--- src/rtl/pss_pkg.sv ---
// ----------------------------------------------------------------------------
// pss_pkg
// Shared types, widths, constants and the arctangent table for the polar
// phasor summation block.
// ----------------------------------------------------------------------------
package pss_pkg;

  // Field widths
  localparam int MAG_W  = 16;   // input magnitude, unsigned Q8.8
  localparam int PH_W   = 16;   // phase, signed fraction of pi
  localparam int SMAG_W = 21;   // output magnitude, unsigned Q13.8
  localparam int CNT_W  = 5;    // input_count register

  // Datapath widths
  localparam int ACC_W  = 26;   // real / imaginary accumulators, signed Q18.8
  localparam int X_W    = 37;   // CORDIC x / y, covers vectoring growth
  localparam int Z_W    = 33;   // CORDIC angle, pi = 2^31
  localparam int LO_W   = 18;   // low half of a split multiplier operand
  localparam int MUL_W  = X_W - LO_W;        // signed multiplier operand
  localparam int KG_W   = 17;                // signed gain operand
  localparam int MP_W   = MUL_W + KG_W;      // one partial product
  localparam int PROD_W = 55;                // full x * gain
  localparam int RND_SH = 24;
  localparam int RND_W  = PROD_W - RND_SH;
  localparam int ATAN_W = 30;
  localparam int IDX_W  = 5;    // CORDIC step index, covers up to 32 steps

  localparam logic signed [KG_W-1:0]  KGAIN    = 17'sd39797;
  localparam logic        [CNT_W-1:0] CNT_RST  = 5'd2;
  localparam logic [SMAG_W-1:0]       MAG_MAX  = {SMAG_W{1'b1}};

  // Defaults for top level parameters
  localparam int MAX_INPUTS_DEF   = 16;
  localparam int CORDIC_STEPS_DEF = 16;

  typedef struct packed {
    logic [MAG_W-1:0]        magnitude;
    logic signed [PH_W-1:0]  phase;
    logic                    bin_last;
  } in_item_t;

  typedef struct packed {
    logic [SMAG_W-1:0]       sum_magnitude;
    logic signed [PH_W-1:0]  sum_phase;
    logic                    last_bin;
  } out_item_t;

  // Controller to datapath
  typedef struct packed {
    logic             load_rot;   // capture an accepted item, fold quadrant
    logic             load_vec;   // move sum into CORDIC, clear accumulators
    logic             step;       // one CORDIC micro-rotation
    logic             vec_mode;   // vectoring direction rule
    logic [IDX_W-1:0] step_idx;
    logic             mul_lo;     // product = low half * gain
    logic             mul_hi;     // product += high half * gain << LO_W
    logic             mul_y;      // multiply y instead of x
    logic             acc_re;     // add rounded product to real sum
    logic             acc_im;     // add rounded product to imaginary sum
    logic             out_load;   // write result register
  } cmd_t;

  // Datapath to controller
  typedef struct packed {
    logic out_busy;
  } stat_t;

  // round(atan(2^-i) / pi * 2^31), zero past the table
  function automatic logic [ATAN_W-1:0] atan_at(input logic [IDX_W-1:0] i);
    logic [ATAN_W-1:0] a;
    case (i)
      5'd0:    a = 30'd536870912;
      5'd1:    a = 30'd316933406;
      5'd2:    a = 30'd167458907;
      5'd3:    a = 30'd85004756;
      5'd4:    a = 30'd42667331;
      5'd5:    a = 30'd21354465;
      5'd6:    a = 30'd10679838;
      5'd7:    a = 30'd5340245;
      5'd8:    a = 30'd2670163;
      5'd9:    a = 30'd1335087;
      5'd10:   a = 30'd667544;
      5'd11:   a = 30'd333772;
      5'd12:   a = 30'd166886;
      5'd13:   a = 30'd83443;
      5'd14:   a = 30'd41722;
      5'd15:   a = 30'd20861;
      5'd16:   a = 30'd10430;
      5'd17:   a = 30'd5215;
      5'd18:   a = 30'd2608;
      5'd19:   a = 30'd1304;
      5'd20:   a = 30'd652;
      5'd21:   a = 30'd326;
      5'd22:   a = 30'd163;
      5'd23:   a = 30'd81;
      default: a = '0;
    endcase
    return a;
  endfunction

endpackage

--- src/rtl/pss_chan_if.sv ---
// ----------------------------------------------------------------------------
// pss_chan_if
// Valid/ready channel carrying one payload beat.
// ----------------------------------------------------------------------------
interface pss_chan_if #(
  parameter type data_t = logic
);
  logic  valid;
  logic  ready;
  data_t data;

  modport source (output valid, output data, input ready);
  modport sink   (input valid, input data, output ready);
endinterface

--- src/rtl/pss_ctrl.sv ---
// ----------------------------------------------------------------------------
// pss_ctrl
// Sequencer: rotation per item, count per bin, vectoring per bin, result
// handoff. Holds the input_count register.
// ----------------------------------------------------------------------------
module pss_ctrl #(
  parameter int MAX_INPUTS   = pss_pkg::MAX_INPUTS_DEF,
  parameter int CORDIC_STEPS = pss_pkg::CORDIC_STEPS_DEF
) (
  input  logic          clk,
  input  logic          rst,
  input  logic          in_valid,
  output logic          in_ready,
  pss_chan_if.sink      cfg,
  output pss_pkg::cmd_t cmd,
  input  pss_pkg::stat_t stat
);

  localparam int SEEN_W = $clog2(MAX_INPUTS + 1);
  localparam int CMP_W  = ((SEEN_W > pss_pkg::CNT_W) ? SEEN_W : pss_pkg::CNT_W) + 1;
  localparam int STEP_W = $clog2(CORDIC_STEPS);

  typedef enum logic [11:0] {
    S_IDLE = 12'b0000_0000_0001,
    S_ROT  = 12'b0000_0000_0010,
    S_XLO  = 12'b0000_0000_0100,
    S_XHI  = 12'b0000_0000_1000,
    S_YLO  = 12'b0000_0001_0000,
    S_YHI  = 12'b0000_0010_0000,
    S_ACCI = 12'b0000_0100_0000,
    S_VLD  = 12'b0000_1000_0000,
    S_VEC  = 12'b0001_0000_0000,
    S_MLO  = 12'b0010_0000_0000,
    S_MHI  = 12'b0100_0000_0000,
    S_FIN  = 12'b1000_0000_0000
  } state_t;

  state_t                    st, st_next;
  logic [STEP_W-1:0]         step, step_next;
  logic [SEEN_W-1:0]         seen, seen_next;
  logic [pss_pkg::CNT_W-1:0] count;
  logic [CMP_W-1:0]          need, seen_inc;
  logic                      bin_done, step_last;

  assign cfg.ready = !rst;

  always_ff @(posedge clk) begin
    if (rst) begin
      count <= pss_pkg::CNT_RST;
    end else if (cfg.valid) begin
      count <= cfg.data;
    end
  end

  // Zero counts as one, clamp at the maximum
  always_comb begin
    if (count == '0) begin
      need = CMP_W'(1);
    end else if (CMP_W'(count) > CMP_W'(MAX_INPUTS)) begin
      need = CMP_W'(MAX_INPUTS);
    end else begin
      need = CMP_W'(count);
    end
  end

  assign seen_inc  = CMP_W'(seen) + CMP_W'(1);
  assign bin_done  = (seen_inc >= need);
  assign step_last = (step == STEP_W'(CORDIC_STEPS - 1));

  always_comb begin
    st_next   = st;
    step_next = step;
    seen_next = seen;
    in_ready  = 1'b0;
    cmd       = '0;
    cmd.step_idx = pss_pkg::IDX_W'(step);
    unique case (st)
      S_IDLE: begin
        in_ready = !rst;
        if (in_valid && !rst) begin
          cmd.load_rot = 1'b1;
          st_next      = S_ROT;
        end
      end
      S_ROT: begin
        cmd.step = 1'b1;
        if (step_last) begin
          step_next = '0;
          st_next   = S_XLO;
        end else begin
          step_next = step + STEP_W'(1);
        end
      end
      S_XLO: begin
        cmd.mul_lo = 1'b1;
        st_next    = S_XHI;
      end
      S_XHI: begin
        cmd.mul_hi = 1'b1;
        st_next    = S_YLO;
      end
      S_YLO: begin
        cmd.mul_lo = 1'b1;
        cmd.mul_y  = 1'b1;
        cmd.acc_re = 1'b1;
        st_next    = S_YHI;
      end
      S_YHI: begin
        cmd.mul_hi = 1'b1;
        cmd.mul_y  = 1'b1;
        st_next    = S_ACCI;
      end
      S_ACCI: begin
        cmd.acc_im = 1'b1;
        if (bin_done) begin
          seen_next = '0;
          st_next   = S_VLD;
        end else begin
          seen_next = SEEN_W'(seen_inc);
          st_next   = S_IDLE;
        end
      end
      S_VLD: begin
        cmd.load_vec = 1'b1;
        st_next      = S_VEC;
      end
      S_VEC: begin
        cmd.step     = 1'b1;
        cmd.vec_mode = 1'b1;
        if (step_last) begin
          step_next = '0;
          st_next   = S_MLO;
        end else begin
          step_next = step + STEP_W'(1);
        end
      end
      S_MLO: begin
        cmd.mul_lo = 1'b1;
        st_next    = S_MHI;
      end
      S_MHI: begin
        cmd.mul_hi = 1'b1;
        st_next    = S_FIN;
      end
      S_FIN: begin
        // Hold until the result register is free
        if (!stat.out_busy) begin
          cmd.out_load = 1'b1;
          st_next      = S_IDLE;
        end
      end
      default: begin
        st_next = S_IDLE;
      end
    endcase
  end

  always_ff @(posedge clk) begin
    if (rst) begin
      st   <= S_IDLE;
      step <= '0;
      seen <= '0;
    end else begin
      st   <= st_next;
      step <= step_next;
      seen <= seen_next;
    end
  end

`ifndef ASSERT_OFF
  a_accept_starts_rot: assert property (@(posedge clk) disable iff (rst)
    (st == S_IDLE && in_valid) |=> st == S_ROT)
    else $error("accepted beat did not start a rotation");
  a_seen_bounded: assert property (@(posedge clk) disable iff (rst)
    CMP_W'(seen) < CMP_W'(MAX_INPUTS))
    else $error("inputs_seen reached the bin size without closing the bin");
  a_out_free: assert property (@(posedge clk) disable iff (rst)
    cmd.out_load |-> !stat.out_busy)
    else $error("result overwritten before it was taken");
  a_onehot: assert property (@(posedge clk) disable iff (rst) $onehot(st))
    else $error("state register not one-hot");
`endif

endmodule

--- src/rtl/pss_datapath.sv ---
// ----------------------------------------------------------------------------
// pss_datapath
// Shared CORDIC unit (rotation and vectoring), split gain multiplier,
// accumulators and result register.
// ----------------------------------------------------------------------------
module pss_datapath (
  input  logic              clk,
  input  logic              rst,
  input  pss_pkg::in_item_t in_data,
  input  pss_pkg::cmd_t     cmd,
  output pss_pkg::stat_t    stat,
  pss_chan_if.source        result
);

  localparam int X_W   = pss_pkg::X_W;
  localparam int Z_W   = pss_pkg::Z_W;
  localparam int ACC_W = pss_pkg::ACC_W;

  logic signed [X_W-1:0]            x, y, dx, dy, op;
  logic signed [Z_W-1:0]            z, ang;
  logic signed [ACC_W-1:0]          acc_re, acc_im;
  logic signed [pss_pkg::PROD_W-1:0] prod, prod_rnd;
  logic signed [pss_pkg::RND_W-1:0]  rnd;
  logic signed [pss_pkg::MUL_W-1:0]  m_in;
  logic signed [pss_pkg::MP_W-1:0]   mprod;
  logic                             last, zero_sum, sigma;

  // Rotation load: fold the phase into +-pi/2
  logic signed [pss_pkg::PH_W:0]    ph_ext, ph_fold;
  logic                             ph_flip;
  logic signed [X_W-1:0]            x_mag;
  // Vectoring load
  logic signed [X_W-1:0]            re_ext, im_ext;
  // Result shaping
  logic [pss_pkg::SMAG_W-1:0]       mag_sat;
  logic signed [Z_W-1:0]            z_rnd;
  pss_pkg::out_item_t               res;

  always_comb begin
    ph_ext  = (pss_pkg::PH_W + 1)'(in_data.phase);
    ph_flip = 1'b0;
    ph_fold = ph_ext;
    if (ph_ext > 17'sd16384) begin
      ph_flip = 1'b1;
      ph_fold = ph_ext - 17'sd32768;
    end else if (ph_ext < -17'sd16384) begin
      ph_flip = 1'b1;
      ph_fold = ph_ext + 17'sd32768;
    end
    x_mag = X_W'({in_data.magnitude, 8'd0});
  end

  assign re_ext = X_W'(acc_re) <<< 8;
  assign im_ext = X_W'(acc_im) <<< 8;

  // Micro-rotation: sigma set means x -= y>>i, y += x>>i, z -= atan
  assign dx    = y >>> cmd.step_idx;
  assign dy    = x >>> cmd.step_idx;
  assign ang   = Z_W'(pss_pkg::atan_at(cmd.step_idx));
  assign sigma = cmd.vec_mode ? y[X_W-1] : ~z[Z_W-1];

  // Gain multiply, split in two halves
  assign op    = cmd.mul_y ? y : x;
  assign m_in  = cmd.mul_hi ? op[X_W-1:pss_pkg::LO_W]
                            : $signed({1'b0, op[pss_pkg::LO_W-1:0]});
  assign mprod = m_in * pss_pkg::KGAIN;

  // Round half up by 2^24
  assign prod_rnd = prod + (pss_pkg::PROD_W'(1) <<< (pss_pkg::RND_SH - 1));
  assign rnd      = prod_rnd[pss_pkg::PROD_W-1:pss_pkg::RND_SH];

  always_ff @(posedge clk) begin
    if (cmd.load_rot) begin
      x    <= ph_flip ? -x_mag : x_mag;
      y    <= '0;
      z    <= Z_W'({ph_fold, 16'd0});
      last <= in_data.bin_last;
    end else if (cmd.load_vec) begin
      zero_sum <= (acc_re == '0) && (acc_im == '0);
      if (acc_re < 0) begin
        x <= -re_ext;
        y <= -im_ext;
        z <= (acc_im >= 0) ? (Z_W'(1) <<< 31) : -(Z_W'(1) <<< 31);
      end else begin
        x <= re_ext;
        y <= im_ext;
        z <= '0;
      end
    end else if (cmd.step) begin
      if (sigma) begin
        x <= x - dx;
        y <= y + dy;
        z <= z - ang;
      end else begin
        x <= x + dx;
        y <= y - dy;
        z <= z + ang;
      end
    end
  end

  always_ff @(posedge clk) begin
    if (cmd.mul_lo) begin
      prod <= pss_pkg::PROD_W'(mprod);
    end else if (cmd.mul_hi) begin
      prod <= prod + (pss_pkg::PROD_W'(mprod) <<< pss_pkg::LO_W);
    end
  end

  always_ff @(posedge clk) begin
    if (rst || cmd.load_vec) begin
      acc_re <= '0;
      acc_im <= '0;
    end else begin
      if (cmd.acc_re) begin
        acc_re <= acc_re + ACC_W'(rnd);
      end
      if (cmd.acc_im) begin
        acc_im <= acc_im + ACC_W'(rnd);
      end
    end
  end

  always_comb begin
    if (rnd < 0) begin
      mag_sat = '0;
    end else if (rnd > $signed(pss_pkg::RND_W'(pss_pkg::MAG_MAX))) begin
      mag_sat = pss_pkg::MAG_MAX;
    end else begin
      mag_sat = rnd[pss_pkg::SMAG_W-1:0];
    end
    z_rnd = z + Z_W'(32768);
  end

  always_ff @(posedge clk) begin
    if (cmd.out_load) begin
      res.sum_magnitude <= zero_sum ? '0 : mag_sat;
      res.sum_phase     <= zero_sum ? '0 : z_rnd[31:16];
      res.last_bin      <= last;
    end
  end

  always_ff @(posedge clk) begin
    if (rst) begin
      result.valid <= 1'b0;
    end else if (cmd.out_load) begin
      result.valid <= 1'b1;
    end else if (result.ready) begin
      result.valid <= 1'b0;
    end
  end

  assign result.data   = res;
  assign stat.out_busy = result.valid && !result.ready;

`ifndef ASSERT_OFF
  a_vec_clears: assert property (@(posedge clk) disable iff (rst)
    cmd.load_vec |=> (acc_re == '0) && (acc_im == '0))
    else $error("accumulators not cleared when the bin closed");
`endif

endmodule

--- src/rtl/phasor_spectrum_sum_top.sv ---
// An item that does not close a bin is accepted, rotated through the CORDIC steps,
//   multiplied by the gain (low and high halves of x, then of y) and accumulated;
//   one CORDIC unit is shared by rotation and vectoring. An item that closes a bin
//   adds the vectoring load and steps, the split gain multiply and the result write.
//   Items are taken only when idle, after the last is through; the result register
//   lets the next item start while a result waits. Reset (rst, synchronous) clears
//   control, the accumulators and the bin count, and sets input_count to 2.
// ----------------------------------------------------------------------------
// phasor_spectrum_sum_top
// Sums one spectral bin, given as magnitude and phase, over input_count spectra.
// Each beat is rotated to cartesian form by CORDIC and added into real and
// imaginary accumulators; the closing beat triggers CORDIC vectoring back to
// magnitude and phase, which leave on the result channel with the last-bin mark.
// ----------------------------------------------------------------------------
module phasor_spectrum_sum_top #(
  parameter int MAX_INPUTS   = pss_pkg::MAX_INPUTS_DEF,  // bin size clamp, 1..64
  parameter int CORDIC_STEPS = pss_pkg::CORDIC_STEPS_DEF // micro-rotations, 8..24
) (
  input  logic       clk,
  input  logic       rst,
  pss_chan_if.sink   spectrum,  // in_item_t beats
  pss_chan_if.source result,    // out_item_t beats
  pss_chan_if.sink   cfg        // input_count writes
);

  pss_pkg::cmd_t  cmd;   // sequencer commands
  pss_pkg::stat_t stat;  // result register occupancy
  logic           in_ready;

  // Drive ready from the sequencer; only the idle state takes a beat
  assign spectrum.ready = in_ready;

  // Sequencer and configuration register
  pss_ctrl #(
    .MAX_INPUTS  (MAX_INPUTS),
    .CORDIC_STEPS(CORDIC_STEPS)
  ) u_ctrl (
    .clk     (clk),
    .rst     (rst),
    .in_valid(spectrum.valid),
    .in_ready(in_ready),
    .cfg     (cfg),
    .cmd     (cmd),
    .stat    (stat)
  );

  // CORDIC, multiplier, accumulators and result register
  pss_datapath u_dp (
    .clk    (clk),
    .rst    (rst),
    .in_data(spectrum.data),
    .cmd    (cmd),
    .stat   (stat),
    .result (result)
  );

endmodule
--- src/flat_wrapper.sv ---
// flat-port wrapper written by rule: the top's interface ports become plain ports
module phasor_spectrum_sum_top_flat 
#(
  parameter int MAX_INPUTS   = pss_pkg::MAX_INPUTS_DEF,                          
  parameter int CORDIC_STEPS = pss_pkg::CORDIC_STEPS_DEF                          
)
  (clk, rst, spectrum_valid, spectrum_data, spectrum_ready, result_valid, result_data, result_ready, cfg_valid, cfg_data, cfg_ready);
  pss_chan_if spectrum_i ();
  pss_chan_if result_i ();
  pss_chan_if cfg_i ();
  input  logic clk;
  input  logic rst;
  input wire logic [$bits(spectrum_i.valid)-1:0] spectrum_valid;
  input wire logic [$bits(spectrum_i.data)-1:0] spectrum_data;
  output wire logic [$bits(spectrum_i.ready)-1:0] spectrum_ready;
  output wire logic [$bits(result_i.valid)-1:0] result_valid;
  output wire logic [$bits(result_i.data)-1:0] result_data;
  input wire logic [$bits(result_i.ready)-1:0] result_ready;
  input wire logic [$bits(cfg_i.valid)-1:0] cfg_valid;
  input wire logic [$bits(cfg_i.data)-1:0] cfg_data;
  output wire logic [$bits(cfg_i.ready)-1:0] cfg_ready;
  assign spectrum_i.valid = spectrum_valid;
  assign spectrum_i.data = spectrum_data;
  assign spectrum_ready = spectrum_i.ready;
  assign result_valid = result_i.valid;
  assign result_data = result_i.data;
  assign result_i.ready = result_ready;
  assign cfg_i.valid = cfg_valid;
  assign cfg_i.data = cfg_data;
  assign cfg_ready = cfg_i.ready;
  phasor_spectrum_sum_top #(.MAX_INPUTS(MAX_INPUTS), .CORDIC_STEPS(CORDIC_STEPS)) u_core (.clk(clk), .rst(rst), .spectrum(spectrum_i), .result(result_i), .cfg(cfg_i));
endmodule
--- config.mk ---
export PLATFORM = sky130hd
export DESIGN_NAME = phasor_spectrum_sum_top_flat
export DESIGN_NICKNAME = d
export VERILOG_FILES = /design/src/rtl/pss_pkg.sv /design/src/rtl/pss_chan_if.sv /design/src/rtl/pss_ctrl.sv /design/src/rtl/pss_datapath.sv /design/src/rtl/phasor_spectrum_sum_top.sv /design/src/flat_wrapper.sv
export SDC_FILE = /design/constraint.sdc
export NUM_CORES = 1
export LEC_CHECK = 0
export BUFFER_PORTS_ARGS = -buffer_cell sky130_fd_sc_hd__buf_2
export CAP_MARGIN = 30
export CELL_PAD_IN_SITES_DETAIL_PLACEMENT = 2
export CELL_PAD_IN_SITES_GLOBAL_PLACEMENT = 2
export CORE_MARGIN = 4
export CORE_UTILIZATION = 36
export CTS_CLUSTER_SIZE = 8
export DETAILED_ROUTE_END_ITERATION = 7
export HOLD_SLACK_MARGIN = 0.02
export PLACE_DENSITY = 0.75
export SETUP_SLACK_MARGIN = 0.3
export SLEW_MARGIN = 20
export SYNTH_ARGS = -nofsm -noshare
export SYNTH_HDL_FRONTEND = slang
export SYNTH_HIERARCHICAL = 1
export SYNTH_SLANG_ARGS = --single-unit
--- constraint.sdc ---
create_clock -name clk -period 2.2 [get_ports clk]
set_input_delay 0.22 -clock clk [delete_from_list [all_inputs] [get_ports clk]]
set_output_delay 0.22 -clock clk [all_outputs]
set_load 0.1 [all_outputs]
* Yosys cells after proc, flatten, opt, wreduce, memory -nomap -nowiden
Index checks and enable logic that the tools add are counted. W data, S select, Z words.
Word-level totals: output and inout bits 4, flip-flop bits (word level) 26, input port bits 7, word-level logic and storage cells 53
Operators by class: multiplexer cells 17, reduce and logical (&&, ||, !) cells 8, eq/ne operators 17, order comparisons 2, $add $sub $neg 2
Operators with widths (count):
- $pmux W12 S12 | 1
- $mux W12 | 4
- $mux W5 | 3
- $eq A12 B1 Y1 const B | 1
- $eq A12 B10 Y1 const B | 1
- $eq A12 B11 Y1 const B | 1
- $eq A12 B12 Y1 const B | 1
- $eq A12 B2 Y1 const B | 1
- $eq A12 B3 Y1 const B | 1
- $eq A12 B4 Y1 const B | 1
- $eq A12 B5 Y1 const B | 1
- $eq A12 B6 Y1 const B | 1
- $eq A12 B7 Y1 const B | 1
- $eq A12 B8 Y1 const B | 1
- $eq A12 B9 Y1 const B | 1
- $mux W8 | 1
- $ne A2 B2 Y1 const B | 4
- $mux W1 | 7
- $add A5 B1 Y6 const B | 1
- $ge A6 B6 Y1 | 1
- $gt A2 B5 Y1 const B | 1
- $logic_not A5 Y1 | 1
- $add A4 B1 Y4 const B | 1
- $eq A4 B4 Y1 const B | 1
- 6 further kinds | 8

* Logic depth before layout (Yosys ltp)
word-level depth 6, depth in mapped cells 8, gate-level depth less buffers 7

* Hierarchy
The synthesis kept the hierarchy.
Modules (own cells, without submodules):
- pss_ctrl | area each 1332.5 um^2, times used 1, sequential area each 460.4 um^2, cells each 156
- pss_datapath | area each 103.8 um^2, times used 1, sequential area each 80.1 um^2, cells each 5
- phasor_spectrum_sum_top | area each 3.8 um^2, times used 1, sequential area each 0.0 um^2, cells each 1

* Least setup slack after synthesis
OpenSTA, ideal clock, no wires.
path type flip-flop to flip-flop, start point register u_core.u_ctrl.st[5], end point register u_core.u_dp.last, enable pin, arrival time 2654 ps, setup slack -751 ps, cell stages (with the launch flop) 6, buffers on the path 1, setup time 297 ps, data required time 1903 ps, clock period less this slack 2951 ps, cell sequence dfxtp_1 > clkbuf_1 > nor4_2 > nand4b_1 > nor2_1 > and2_1
RTL lines:
- start: declaration | line pss_ctrl.sv:38 | state_t st, st_next;
- start signal: assignment | line pss_ctrl.sv:164 | st <= st_next;
- end signal: assignment | line pss_datapath.sv:77 | last <= in_data.bin_last;
- end: declaration | line pss_datapath.sv:26 | logic last, zero_sum, sigma;

* Worst setup path in the final report
start point register u_core.u_ctrl.st[4], end point register u_core.u_ctrl.st[4]
Between the ends: word-level cells in the longest chain between the ends 3, elaborated cells between the ends (all ways) 18, classes of those cells eq/ne (16); mux (1); reduce/logical (1)
RTL lines:
- $eq A12 B1 Y1, or another cell as far along | line pss_ctrl.sv:77 | unique case (st)
- $ne A2 B2 Y1 (no source line)
- $reduce_and A4 Y1 (no source line)
Several ways; a longest one is shown, not always the timed one. A chain may end at the register's enable or synchronous reset.

==> run_results.csv <==
group,metric,value,unit
drt,wl_per_cell,21.2,um
pwr,ir_drop,0.275,mV
sta,slew_headroom,0.668,
sta,setup_viol,0,
floorplanning,die_x,70.0,um
sta,fmax,0.505,GHz
run,cap_violations,0,
place,port-buffer-count,10,
worst_setup_path,cp-start-kind,"flop",
min_path,hold_start,"spectrum_data",
synth,synthCells,152,
worst_setup_path,endpoint_kind,"flop",
worst_setup_path,crit_type,"flop to flop",
clock_tree,clk_path_buf_depth,2,
sta,rsz0062_at_grt,"true",
clock_tree,cts_tree,"done",
worst_setup_path,r2r_slack,220,ps
worst_setup_path,crit_slowest_cell,"or4_1",
clock_tree,root_buffer,"clkbuf_8",
synth,ys_warn_count,6,
worst_setup_path,reg2reg_to,"u_core/u_ctrl/st[4]$_SDFFE_PP0P_",
layout,finalNetCount,190,
worst_setup_path,worstPathArrival,2190,ps
grt,gr-usage-met2,0.313,
clock_tree,clock_latency,270,ps
sta,tns,0,ps
clock_tree,holdBufCountCts,0,
grt,grt_start_max_net_pins,16,
synth,avgSynthCellArea,9.10,sq um
pwr,pwr_density_cell,523,nW/um^2
drt,ant_nets,0,
layout,final_cell_area,1840,sq um
place,place_area,1520,sq um
min_path,hold_path_depth,1,
synth,synth_area,1380,sq um
floorplanning,placementRows,22,
worst_setup_path,crit_path_max_incr_delay,590,ps
synth,synth_nets,163,
sta,maxSlewViolCount,0,
drt,num_vias,1260,
floorplanning,boundaryPins,11,
floorplanning,die_y,70.0,um
drt,drtPass1Iterations,4,
pwr,p_leak,0.727,nW
layout,syn_to_final_growth,33.1,%
min_path,hold_class,"input port to flop",
clock_tree,clk_pin_slew,90,ps
sta,fin_crit,1980,ps
floorplanning,initial_utilization,0.375,
min_path,worstHoldEndpoint,"u_core/u_dp/last$_DFFE_PP_",
grt,grt_usage,0.173,
grt,top_usage_layer,"met2",
worst_setup_path,crit_chain,"or4_1 > nor2_1 > nand2_1 > nor4_1 > and3_1",
layout,drive_gt1_frac,0.404,
clock_tree,cts-htree-levels,1,
drt,via_per_inst,5.58,
grt,grt.met3_usage,0.0374,
floorplanning,dieArea,4900,sq um
sta,fin_crit_sh,0.900,
worst_setup_path,path_max_fanout,7,
worst_setup_path,r2r_start,"u_core/u_ctrl/st[4]$_SDFFE_PP0P_",
outcome,outcome,"finished clean",
clock_tree,numCtsBuffers,3,
layout,mostFrequentLayoutCells,"buf_4, nor2_1, dfxtp_2",
drt,drc,0,
grt,grt_pass1_vias,1341,
drt,wl,4790,um
layout,final_common_cell,"buf_4",
layout,antennaDiodeCount,0,
sta,fin_skew,3.87,ps
clock_tree,cts.sinks,26,
grt,met1_usage,0.213,
worst_setup_path,critical_path_required,2410,ps
drt,drt_iter0_markers,45,
grt,grt_first_pass_wirelength,6840,um
sta,hold_viol_final,0,
floorplanning,core-area,3690,sq um
place,dp_hpwl,2730,um
sta,tightestPinTransition,493,ps
place,place_congestion,0.744,
worst_setup_path,reg2reg_depth,5,
grt,antenna_found_initial,0,
pwr,finalPower,0.962,mW
grt,overflow,0,
==> worst max-delay path: cells and delay by family (launching register included) <==
| family | cells | cell delay (ps) |
|---|---|---|
| and+or+nand+nor | 5 | 1530 |
| DFF | 1 | 380 |
==> sequential cells by signal, summed over array words and instances (netlist names) <==
name	flops
u_core/u_ctrl/count	2
u_core/u_ctrl/st	12
u_core/u_dp/last	1
u_core/u_ctrl/step	4
u_core/u_dp/result.data	1
u_core/u_dp/result.valid	1
u_core/u_ctrl/seen	5
==> what timing repair did <==
action	in CTS	in global routing
endpoints found under the setup margin	13	14
gates resized for setup	15	17
pin swaps	4	14
cloned	0	0
buffers inserted	6	11
==> worst max path at each step <==
stage / startpoint / to / cells after the start
global placement: u_core/u_ctrl/seen[0]$_SDFFE_PP0P_ / u_core/u_ctrl/seen[0]$_SDFFE_PP0P_ / 6
CTS: u_core/u_ctrl/seen[0]$_SDFFE_PP0P_ / u_core/u_ctrl/seen[0]$_SDFFE_PP0P_ / 6
finish: u_core/u_ctrl/st[4]$_SDFFE_PP0P_ / u_core/u_ctrl/st[4]$_SDFFE_PP0P_ / 5
global route: u_core/u_ctrl/st[8]$_SDFFE_PP0P_ / u_core/u_ctrl/seen[0]$_SDFFE_PP0P_ / 5
detailed placement: u_core/u_ctrl/seen[0]$_SDFFE_PP0P_ / u_core/u_ctrl/seen[0]$_SDFFE_PP0P_ / 6
floorplan: u_core/u_ctrl/st[3]$_SDFFE_PP0P_ / u_core/u_dp/last$_DFFE_PP_ / 5
==> layer usage <==
layer  up-vias  share of wire
met5         -              0
met3         8          0.020
met4         0          0.014
met1       635           0.42
met2        13           0.54
li1        604              -
==> final cells by class <==
type / instances / area (sq um)
tap: 48 / 60.1
multi-input combinational: 113 / 917
timing repair buffer: 30 / 228
clock inverter: 1 / 3.75
inverter: 5 / 18.8
clock buffer: 3 / 41.3
sequential: 26 / 572
fill: 392 / 1850
==> metrics by stage <==
step	hold slack (ps)	util	setup WS, ps	instances
after floorplan	319	-	161	152
after global placement	398	0.412	220	205
after detailed placement	403	0.412	75.0	205
after CTS	108	0.457	266	215
after global routing	113	0.499	160	226
final	123	0.499	220	226
==> report_power, final <==
part | total (mW) | switching [mW] | internal [mW]
combinational | 0.190 | 0.108 | 0.0816
clock | 0.277 | 0.152 | 0.125
sequential | 0.495 | 0.0155 | 0.480
(Power assumes the default switching activity.)
